==> src/design/swpp_pkg.sv <==
package swpp_pkg;

  parameter int unsigned MAX_PACKET = 64;

  parameter logic [7:0] HDR_BYTE     = 8'hdf;
  parameter int unsigned MIN_LEN     = 19;
  parameter logic [7:0] FUNC_WEIGHT  = 8'h03;
  parameter logic [7:0] CMD_WEIGHT   = 8'h00;
  parameter logic [7:0] MIN_DATA_LEN = 8'd13;
  parameter logic [8:0] LEN_OVERHEAD = 9'd6;

  parameter logic signed [31:0] MIN_WEIGHT_RESET = -32'sd10000;
  parameter logic signed [31:0] MAX_WEIGHT_RESET = 32'sd100000;

  parameter int unsigned PADDR_W = 3;

  typedef enum logic {
    REG_MIN_WEIGHT = 1'b0,
    REG_MAX_WEIGHT = 1'b1
  } swpp_reg_e;

  typedef enum logic [2:0] {
    ST_OK        = 3'd0,
    ST_SHORT     = 3'd1,
    ST_HEADER    = 3'd2,
    ST_CHECKSUM  = 3'd3,
    ST_COMMAND   = 3'd4,
    ST_LENGTH    = 3'd5,
    ST_RANGE     = 3'd6
  } swpp_status_e;

endpackage

==> src/design/swpp_byte_if.sv <==
interface swpp_byte_if;
  logic       valid;
  logic       ready;
  logic [7:0] packet_byte;
  logic       last_byte;

  modport source (output valid, output packet_byte, output last_byte, input ready);
  modport sink (input valid, input packet_byte, input last_byte, output ready);
endinterface

==> src/design/swpp_result_if.sv <==
interface swpp_result_if;
  logic               valid;
  logic               ready;
  logic [2:0]         status;
  logic signed [31:0] weight_tenths;

  modport source (output valid, output status, output weight_tenths, input ready);
  modport sink (input valid, input status, input weight_tenths, output ready);
endinterface

==> src/design/scale_weight_packet_parser_top.sv <==
// Channel   Direction  Payload                          Handshake
// byte_i    in         packet_byte[7:0], last_byte      valid / ready
// result_o  out        status[2:0], weight_tenths[31:0] valid / ready
// apb       in         min/max weight at 0x0 / 0x4      psel, penable, pwrite, pready
//
// One byte per cycle unless byte_i stalls; a result appears in the cycle after its
// final byte is taken. The result register is the only buffer: byte_i stalls
// only while a result waits in it and result_o.ready is low.
// Reset clears the packet state, the result valid and loads the default range.
module scale_weight_packet_parser_top #(
  parameter int unsigned MaxPacket = swpp_pkg::MAX_PACKET
) (
  input  logic                              clk_i,
  input  logic                              rst_ni,
  swpp_byte_if.sink                         byte_i,
  swpp_result_if.source                     result_o,
  input  logic                              psel,
  input  logic                              penable,
  input  logic                              pwrite,
  input  logic [swpp_pkg::PADDR_W-1:0]      paddr,
  input  logic [31:0]                       pwdata,
  output logic [31:0]                       prdata,
  output logic                              pready
);

  localparam int unsigned IdxW = $clog2(MaxPacket + 1);

  logic signed [31:0] min_weight_q;
  logic signed [31:0] max_weight_q;

  logic [IdxW-1:0] byte_index_q, byte_index_d;
  logic [7:0]      checksum_acc_q, checksum_acc_d;
  logic            header_bad_q, header_bad_d;
  logic [7:0]      func_code_q, func_code_d;
  logic [7:0]      cmd_code_q, cmd_code_d;
  logic [7:0]      payload_len_q, payload_len_d;
  logic [31:0]     raw_weight_q, raw_weight_d;

  logic                  out_valid_q;
  swpp_pkg::swpp_status_e status_q, status_d;
  logic signed [31:0]    weight_q, weight_d;

  logic            accept;
  logic            saturated;
  logic [IdxW-1:0] len;
  logic [8:0]      len_ext;
  logic [8:0]      need_len;
  logic            reg_sel;

  assign pready  = 1'b1;
  assign reg_sel = paddr[2];
  assign prdata  = (reg_sel == swpp_pkg::REG_MAX_WEIGHT) ? max_weight_q : min_weight_q;

  always_ff @(posedge clk_i or negedge rst_ni) begin
    if (!rst_ni) begin
      min_weight_q <= swpp_pkg::MIN_WEIGHT_RESET;
      max_weight_q <= swpp_pkg::MAX_WEIGHT_RESET;
    end else if (psel && penable && pwrite && pready) begin
      if (reg_sel == swpp_pkg::REG_MAX_WEIGHT) begin
        max_weight_q <= pwdata;
      end else begin
        min_weight_q <= pwdata;
      end
    end
  end

  assign byte_i.ready = !out_valid_q || result_o.ready;
  assign accept       = byte_i.valid && byte_i.ready;

  assign saturated = (byte_index_q == IdxW'(MaxPacket));
  assign len       = saturated ? byte_index_q : byte_index_q + 1'b1;
  assign len_ext   = 9'(len);
  assign need_len  = {1'b0, payload_len_q} + swpp_pkg::LEN_OVERHEAD;

  // Capture header fields, weight and checksum as the packet streams in.
  always_comb begin
    byte_index_d   = byte_index_q;
    checksum_acc_d = checksum_acc_q;
    header_bad_d   = header_bad_q;
    func_code_d    = func_code_q;
    cmd_code_d     = cmd_code_q;
    payload_len_d  = payload_len_q;
    raw_weight_d   = raw_weight_q;
    if (byte_i.last_byte) begin
      byte_index_d   = '0;
      checksum_acc_d = '0;
      header_bad_d   = 1'b0;
      func_code_d    = '0;
      cmd_code_d     = '0;
      payload_len_d  = '0;
      raw_weight_d   = '0;
    end else begin
      if (byte_index_q == IdxW'(0) || byte_index_q == IdxW'(1)) begin
        if (byte_i.packet_byte != swpp_pkg::HDR_BYTE) begin
          header_bad_d = 1'b1;
        end
      end else if (byte_index_q == IdxW'(2)) begin
        func_code_d = byte_i.packet_byte;
      end else if (byte_index_q == IdxW'(3)) begin
        cmd_code_d = byte_i.packet_byte;
      end else if (byte_index_q == IdxW'(4)) begin
        payload_len_d = byte_i.packet_byte;
      end else if (byte_index_q >= IdxW'(5) && byte_index_q <= IdxW'(8)) begin
        raw_weight_d = {raw_weight_q[23:0], byte_i.packet_byte};
      end
      checksum_acc_d = checksum_acc_q + byte_i.packet_byte;
      if (!saturated) begin
        byte_index_d = byte_index_q + 1'b1;
      end
    end
  end

  // Rank the checks; the first failing one wins.
  always_comb begin
    if (len < IdxW'(swpp_pkg::MIN_LEN)) begin
      status_d = swpp_pkg::ST_SHORT;
    end else if (header_bad_q) begin
      status_d = swpp_pkg::ST_HEADER;
    end else if (byte_i.packet_byte != checksum_acc_q) begin
      status_d = swpp_pkg::ST_CHECKSUM;
    end else if (func_code_q != swpp_pkg::FUNC_WEIGHT ||
                 cmd_code_q != swpp_pkg::CMD_WEIGHT) begin
      status_d = swpp_pkg::ST_COMMAND;
    end else if (payload_len_q < swpp_pkg::MIN_DATA_LEN || len_ext < need_len) begin
      status_d = swpp_pkg::ST_LENGTH;
    end else if ($signed(raw_weight_q) < min_weight_q ||
                 $signed(raw_weight_q) > max_weight_q) begin
      status_d = swpp_pkg::ST_RANGE;
    end else begin
      status_d = swpp_pkg::ST_OK;
    end
    if (status_d == swpp_pkg::ST_OK || status_d == swpp_pkg::ST_RANGE) begin
      weight_d = $signed(raw_weight_q);
    end else begin
      weight_d = '0;
    end
  end

  always_ff @(posedge clk_i or negedge rst_ni) begin
    if (!rst_ni) begin
      byte_index_q   <= '0;
      checksum_acc_q <= '0;
      header_bad_q   <= 1'b0;
      func_code_q    <= '0;
      cmd_code_q     <= '0;
      payload_len_q  <= '0;
      raw_weight_q   <= '0;
    end else if (accept) begin
      byte_index_q   <= byte_index_d;
      checksum_acc_q <= checksum_acc_d;
      header_bad_q   <= header_bad_d;
      func_code_q    <= func_code_d;
      cmd_code_q     <= cmd_code_d;
      payload_len_q  <= payload_len_d;
      raw_weight_q   <= raw_weight_d;
    end
  end

  always_ff @(posedge clk_i or negedge rst_ni) begin
    if (!rst_ni) begin
      out_valid_q <= 1'b0;
    end else if (accept && byte_i.last_byte) begin
      out_valid_q <= 1'b1;
    end else if (result_o.ready) begin
      out_valid_q <= 1'b0;
    end
  end

  always_ff @(posedge clk_i) begin
    if (accept && byte_i.last_byte) begin
      status_q <= status_d;
      weight_q <= weight_d;
    end
  end

  assign result_o.valid         = out_valid_q;
  assign result_o.status        = status_q;
  assign result_o.weight_tenths = weight_q;

endmodule

==> src/flat_wrapper.sv <==
// flat-port wrapper written by rule: the top's interface ports become plain ports
module scale_weight_packet_parser_top_flat 
#(
  parameter int unsigned MaxPacket = swpp_pkg::MAX_PACKET
)
  (clk_i, rst_ni, psel, penable, pwrite, paddr, pwdata, prdata, pready, byte_i_valid, byte_i_packet_byte, byte_i_last_byte, byte_i_ready, result_o_valid, result_o_status, result_o_weight_tenths, result_o_ready);
  swpp_byte_if byte_i_i ();
  swpp_result_if result_o_i ();
  input  logic clk_i;
  input  logic rst_ni;
  input  logic psel;
  input  logic penable;
  input  logic pwrite;
  input  logic [swpp_pkg::PADDR_W-1:0] paddr;
  input  logic [31:0] pwdata;
  output logic [31:0] prdata;
  output logic pready;
  input wire logic [$bits(byte_i_i.valid)-1:0] byte_i_valid;
  input wire logic [$bits(byte_i_i.packet_byte)-1:0] byte_i_packet_byte;
  input wire logic [$bits(byte_i_i.last_byte)-1:0] byte_i_last_byte;
  output wire logic [$bits(byte_i_i.ready)-1:0] byte_i_ready;
  output wire logic [$bits(result_o_i.valid)-1:0] result_o_valid;
  output wire logic [$bits(result_o_i.status)-1:0] result_o_status;
  output wire logic [$bits(result_o_i.weight_tenths)-1:0] result_o_weight_tenths;
  input wire logic [$bits(result_o_i.ready)-1:0] result_o_ready;
  assign byte_i_i.valid = byte_i_valid;
  assign byte_i_i.packet_byte = byte_i_packet_byte;
  assign byte_i_i.last_byte = byte_i_last_byte;
  assign byte_i_ready = byte_i_i.ready;
  assign result_o_valid = result_o_i.valid;
  assign result_o_status = result_o_i.status;
  assign result_o_weight_tenths = result_o_i.weight_tenths;
  assign result_o_i.ready = result_o_ready;
  scale_weight_packet_parser_top #(.MaxPacket(MaxPacket)) u_core (.clk_i(clk_i), .rst_ni(rst_ni), .byte_i(byte_i_i), .result_o(result_o_i), .psel(psel), .penable(penable), .pwrite(pwrite), .paddr(paddr), .pwdata(pwdata), .prdata(prdata), .pready(pready));
endmodule
==> config.mk <==
export PLATFORM = sky130hd
export DESIGN_NAME = scale_weight_packet_parser_top_flat
export DESIGN_NICKNAME = d
export VERILOG_FILES = /design/src/design/swpp_pkg.sv /design/src/design/swpp_byte_if.sv /design/src/design/swpp_result_if.sv /design/src/design/scale_weight_packet_parser_top.sv /design/src/flat_wrapper.sv
export SDC_FILE = /design/constraint.sdc
export NUM_CORES = 1
export LEC_CHECK = 0
export ABC_AREA = 1
export BUFFER_PORTS_ARGS = -buffer_cell sky130_fd_sc_hd__clkbuf_2
export CORE_MARGIN = 2
export CORE_UTILIZATION = 55
export CTS_BUF_LIST = sky130_fd_sc_hd__clkbuf_8
export CTS_CLUSTER_SIZE = 8
export DETAILED_ROUTE_END_ITERATION = 16
export PLACE_DENSITY = 0.76
export SLEW_MARGIN = 20
export SYNTH_ARGS = -nofsm -noshare
export SYNTH_HDL_FRONTEND = slang
export SYNTH_SLANG_ARGS = --single-unit
==> constraint.sdc <==
create_clock -name clk_i -period 3.2 [get_ports clk_i]
set_input_delay 0.32 -clock clk_i [delete_from_list [all_inputs] [get_ports clk_i]]
set_output_delay 0.32 -clock clk_i [all_outputs]
set_load 0.01 [all_outputs]
==> metrics.md <==
| Metric | Value |
|---|---|
| Run status | `finished clean` |
| Fin util | `63.1%` |
| Sum of routed wire length over all layers | `21.9 mm` |
| Total core area | `17200 sq um` |
| Net switching power of the design | `2.24 mW` |
| Worst IR Drop VDD | `0.314 mV` |
| Capture point of the worst reg-to-reg path | `u_core.result_o.status[1]` |
| Synthesis Warnings | `0` |
| Overall track demand over capacity in global routing | `24.6%` |
| Max stage delay cell, worst path | `sky130_fd_sc_hd__dfrtp_1` |
| Crit path DAT | `3.20 ns` |
| Root buffer selected by CTS | `sky130_fd_sc_hd__clkbuf_8` |
| Hold Crit Start | `pwdata[22]` |
| Maximum buffer depth of the clock tree | `2` |
| Leak | `5.44 nW` |
| Cells traversed along the worst timing path | `inv_1 -> ha_1 -> nand4_1 -> nand2_1 -> inv_1 -> ha_1 -> a21oi_1 -> o31a_2 -> nand2_1 -> nand3_2 -> nand2_2 -> nand3_4 -> buf_4 -> inv_1 -> nand2_1 -> a21oi_1` |
| Initial Utilization | `56.1%` |
| Worst Hold End | `u_core.min_weight_q[22]` |
| Worst-case reg-to-reg path depth | `16` |
| Critical path's largest stage delay | `0.45 ns` |
| Worst-case headroom to the max-slew limit | `56.6%` |
| Minimum hold slack | `0.0649 ns` |
| Most frequently used flop master after synthesis | `sky130_fd_sc_hd__dfrtp_1` |
| CTS tree | `yes` |
| Final critical path time including I/O delays and setup | `2.89 ns` |
| Max Cap Viol | `0` |
| Nets@finish | `1358` |
| Mean number of vias per cell | `5.25` |
| Final clock period utilization by the worst path | `90.3%` |
| # setup viols final | `0` |
| Largest fanout on the critical path | `11` |
| DRT iter0 DRCs | `630` |
| Most frequent standard cell in the layout excluding fill and tap cells | `sky130_fd_sc_hd__nand2_1` |
| Post-detailed-route count of antenna-violating nets | `0` |
| Final hold violations | `0` |
| Cell depth of the worst hold path | `3` |
| Syn_nets | `1246` |
| Avg Synthesized Cell Area | `8.70 sq um` |
| Largest net degree at the start of global routing | `66` |
| Clock insertion delay at the later pin of the skew report | `0.46 ns` |
| Buffers & Inverters on Critical Path | `4` |
| Wirelength per Cell | `15.0 um` |
| Class of the worst hold path | `in2reg` |
| Achievable clock frequency | `346 MHz` |
| Cell internal power dissipation | `4.22 mW` |
| Combinational Power Share | `28.9%` |
| Clock group share of total power | `25.7%` |
| Layout Area Growth over Synthesis | `12.4%` |
| Measured slew at the worst slew-check pin | `0.650 ns` |
| Switching power as a share of total power | `34.7%` |
| Top-level port count | `121` |
| Maximum level of the CTS H-tree | `4` |
| Required time worst endpoint | `3.51 ns` |
| Startpoint type of the worst setup path | `flip-flop` |
| Number of sinks handled by clock tree synthesis | `172` |
| Number of antenna violations at the first check in global routing | `0` |
| Setup repair after global routing missed its margin | `false` |
| PwrDens | `593 nW/um^2` |
| Setup TNS | `0 ns` |
| Endpoint class of the critical path | `flip-flop` |
| Highest-count cells in the layout ignoring fill and taps | `sky130_fd_sc_hd__nand2_1, sky130_fd_sc_hd__inv_1, sky130_fd_sc_hd__o21ai_0` |
| Global route overflow | `0` |
| Pwr Total | `6.45 mW` |
| Total standard cell area after synthesis | `9680 sq um` |
| Post-synthesis cell type count | `46` |
| Vias in the first global route | `7316` |
| # DRC | `0` |
| Final worst clock skew | `0.0123 ns` |
| Clock transition time at the flip-flop clock pins of the worst setup and hold paths | `0.09 ns` |
| Vertical die dimension | `137 um` |
| Count of buffers from port buffering | `117` |
| Ranking of synthesized cells by area | `sky130_fd_sc_hd__dfrtp_1, sky130_fd_sc_hd__edfxtp_1, sky130_fd_sc_hd__ha_1, sky130_fd_sc_hd__nand2_1, sky130_fd_sc_hd__dfstp_2` |
| Post-detail-place hpwl | `16.3 mm` |
| Weighted congestion reported at the end of routability-driven placement | `0.856` |
| Post-CTS Setup Bufs | `0` |
| Wire length of the first global-routing pass | `35.6 mm` |
| Max-slew violation count | `0` |
| Post-synthesis instance total | `1113` |
| Worst setup slack for register-to-register paths | `0.31 ns` |
| Width of the chip | `137 um` |
| Number of antenna diodes | `0` |
| Largest delay share family, worst path | `simple AND/OR/NAND/NOR gates` |
| Share of power burned in registers | `45.3%` |
| Ys async rst share | `79.7%` |
| Synth top area share | `27.7%` |
| Origin of the critical flop-to-flop path | `u_core.byte_index_q[0]` |
| Detailed-route via count | `7681` |
| Top cell type by total area after synthesis | `sky130_fd_sc_hd__dfrtp_1` |
| Fraction of layout cells with a size suffix above 1 | `20.0%` |
| Number of rows created at floorplan | `48` |
| Crit path kind | `reg2reg` |
| DRT Pass-1 Iters | `5` |
| Synth Register Bits | `172` |
| TritonCTS Buffers | `17` |
| Post-synth EDFFs | `35` |
| Seq/Total Area, Yosys | `46.7%` |
| Full die area | `18700 sq um` |
==> worst reg2reg max path, cell delays in order (launching register included) <==
cell                      delay, ns
sky130_fd_sc_hd__dfrtp_1       0.45
sky130_fd_sc_hd__inv_1         0.17
sky130_fd_sc_hd__ha_1          0.26
sky130_fd_sc_hd__nand4_1       0.14
sky130_fd_sc_hd__nand2_1       0.15
sky130_fd_sc_hd__inv_1         0.06
sky130_fd_sc_hd__ha_1          0.29
sky130_fd_sc_hd__a21oi_1       0.06
sky130_fd_sc_hd__o31a_2        0.28
sky130_fd_sc_hd__nand2_1       0.08
sky130_fd_sc_hd__nand3_2       0.06
sky130_fd_sc_hd__nand2_2       0.09
sky130_fd_sc_hd__nand3_4       0.17
sky130_fd_sc_hd__buf_4         0.23
sky130_fd_sc_hd__inv_1         0.05
sky130_fd_sc_hd__nand2_1       0.05
sky130_fd_sc_hd__a21oi_1       0.15
==> per-stage QoR <==
step	area, sq um	instances	setup WS, ns
floorplan	9680	1113	0.647
global placement	10400	1430	0.295
detailed placement	10400	1430	0.216
CTS	10900	1463	0.197
global route	10900	1463	0.0823
finish	10900	1463	0.309
==> worst max path at each step <==
stage | endpoint | slack [ns] | startpoint | depth (start not counted)
2_1_floorplan | u_core.raw_weight_q[20] | 0.65 | u_core.result_o.valid | 7
3_3_place_gp | u_core.result_o.status[1] | 0.30 | u_core.byte_index_q[0] | 16
3_5_place_dp | u_core.result_o.weight_tenths[10] | 0.22 | u_core.byte_index_q[0] | 14
4_1_cts | u_core.result_o.status[1] | 0.20 | u_core.byte_index_q[0] | 16
5_1_grt | u_core.result_o.weight_tenths[26] | 0.08 | u_core.byte_index_q[0] | 14
6_report | u_core.result_o.status[1] | 0.31 | u_core.byte_index_q[0] | 16
==> area by class of cell <==
type                    count  area, sq um
clock inverters            14          178
well taps                 225          282
flip-flops and latches    172         4520
clock buffers              18          248
inverters                 194          728
repair buffers            131          724
multi-input cells         709         4200
fillers                  1458         6360
==> synthesized netlist by cell type, types with 2 or more instances <==
cell type,count
sky130_fd_sc_hd__nor3_2,15
sky130_fd_sc_hd__o22ai_1,7
sky130_fd_sc_hd__nand3_2,3
sky130_fd_sc_hd__nand2_1,233
sky130_fd_sc_hd__edfxtp_1,35
sky130_fd_sc_hd__o21ai_2,15
sky130_fd_sc_hd__nand2_2,6
sky130_fd_sc_hd__o21a_1,3
sky130_fd_sc_hd__nand4_1,7
sky130_fd_sc_hd__buf_6,12
sky130_fd_sc_hd__o21ai_0,136
sky130_fd_sc_hd__buf_4,3
sky130_fd_sc_hd__clkbuf_1,20
sky130_fd_sc_hd__nand3_1,38
sky130_fd_sc_hd__inv_1,189
sky130_fd_sc_hd__dfrtp_1,107
sky130_fd_sc_hd__dfstp_2,30
sky130_fd_sc_hd__o31ai_1,2
sky130_fd_sc_hd__nor2_1,36
sky130_fd_sc_hd__xnor2_1,2
sky130_fd_sc_hd__a21oi_1,46
sky130_fd_sc_hd__o21ai_1,16
sky130_fd_sc_hd__inv_2,5
sky130_fd_sc_hd__buf_2,3
sky130_fd_sc_hd__nor2_4,2
sky130_fd_sc_hd__nand2_4,2
sky130_fd_sc_hd__nor3_1,25
sky130_fd_sc_hd__nor2_2,3
sky130_fd_sc_hd__xor2_1,7
sky130_fd_sc_hd__nor4_1,8
sky130_fd_sc_hd__a22o_1,2
sky130_fd_sc_hd__ha_1,81
==> what timing repair did <==
| action | CTS | global route |
|---|---|---|
| resized for setup | 0 | 1 |
| hold buffers | 1 | 0 |
| endpoints found under the setup margin | 0 | 4 |
| hold endpoints to repair | 29 | 0 |
==> cell families after synthesis <==
| kind of cell | Yosys count | share of synthesized area (%) |
|---|---|---|
| and+or+nand+nor | 381 | 17.8 |
| AOI/OAI and AO/OA | 236 | 13.9 |
| buffers and inverters | 232 | 10.1 |
| DFF | 172 | 46.7 |
| adders and majority gates | 82 | 10.7 |
| xor gates and xnor gates | 9 | 0.815 |
| other | 1 | 0.0387 |
==> state kept, by name, indices dropped and copies added, names as in the netlist <==
register,cells
u_core.byte_index_q,7
u_core.header_bad_q,1
u_core.min_weight_q,32
u_core.raw_weight_q,32
u_core.result_o.valid,1
u_core.result_o.weight_tenths,32
u_core.checksum_acc_q,8
u_core.func_code_q,8
u_core.cmd_code_q,8
u_core.result_o.status,3
u_core.payload_len_q,8
u_core.max_weight_q,32
==> per-layer routing <==
layer,GRT usage [%],vias up,wire length (um)
li1,-,3859,-
met1,32.6,3575,9790
met2,40.3,207,10500
met3,4.63,40,1070
met4,9.26,0,587
met5,0,-,0
==> power groups by stage <==
stage	combinational, mW	sequential [mW]	clock (mW)
after detailed placement	1.85	2.96	0
after global placement	1.77	2.95	0
after global routing	2.17	2.97	1.77
after floorplan	1.37	2.87	0
final	1.87	2.92	1.66
after CTS	1.87	2.92	1.68
Note: power is estimated with default switching activity, not from simulation.
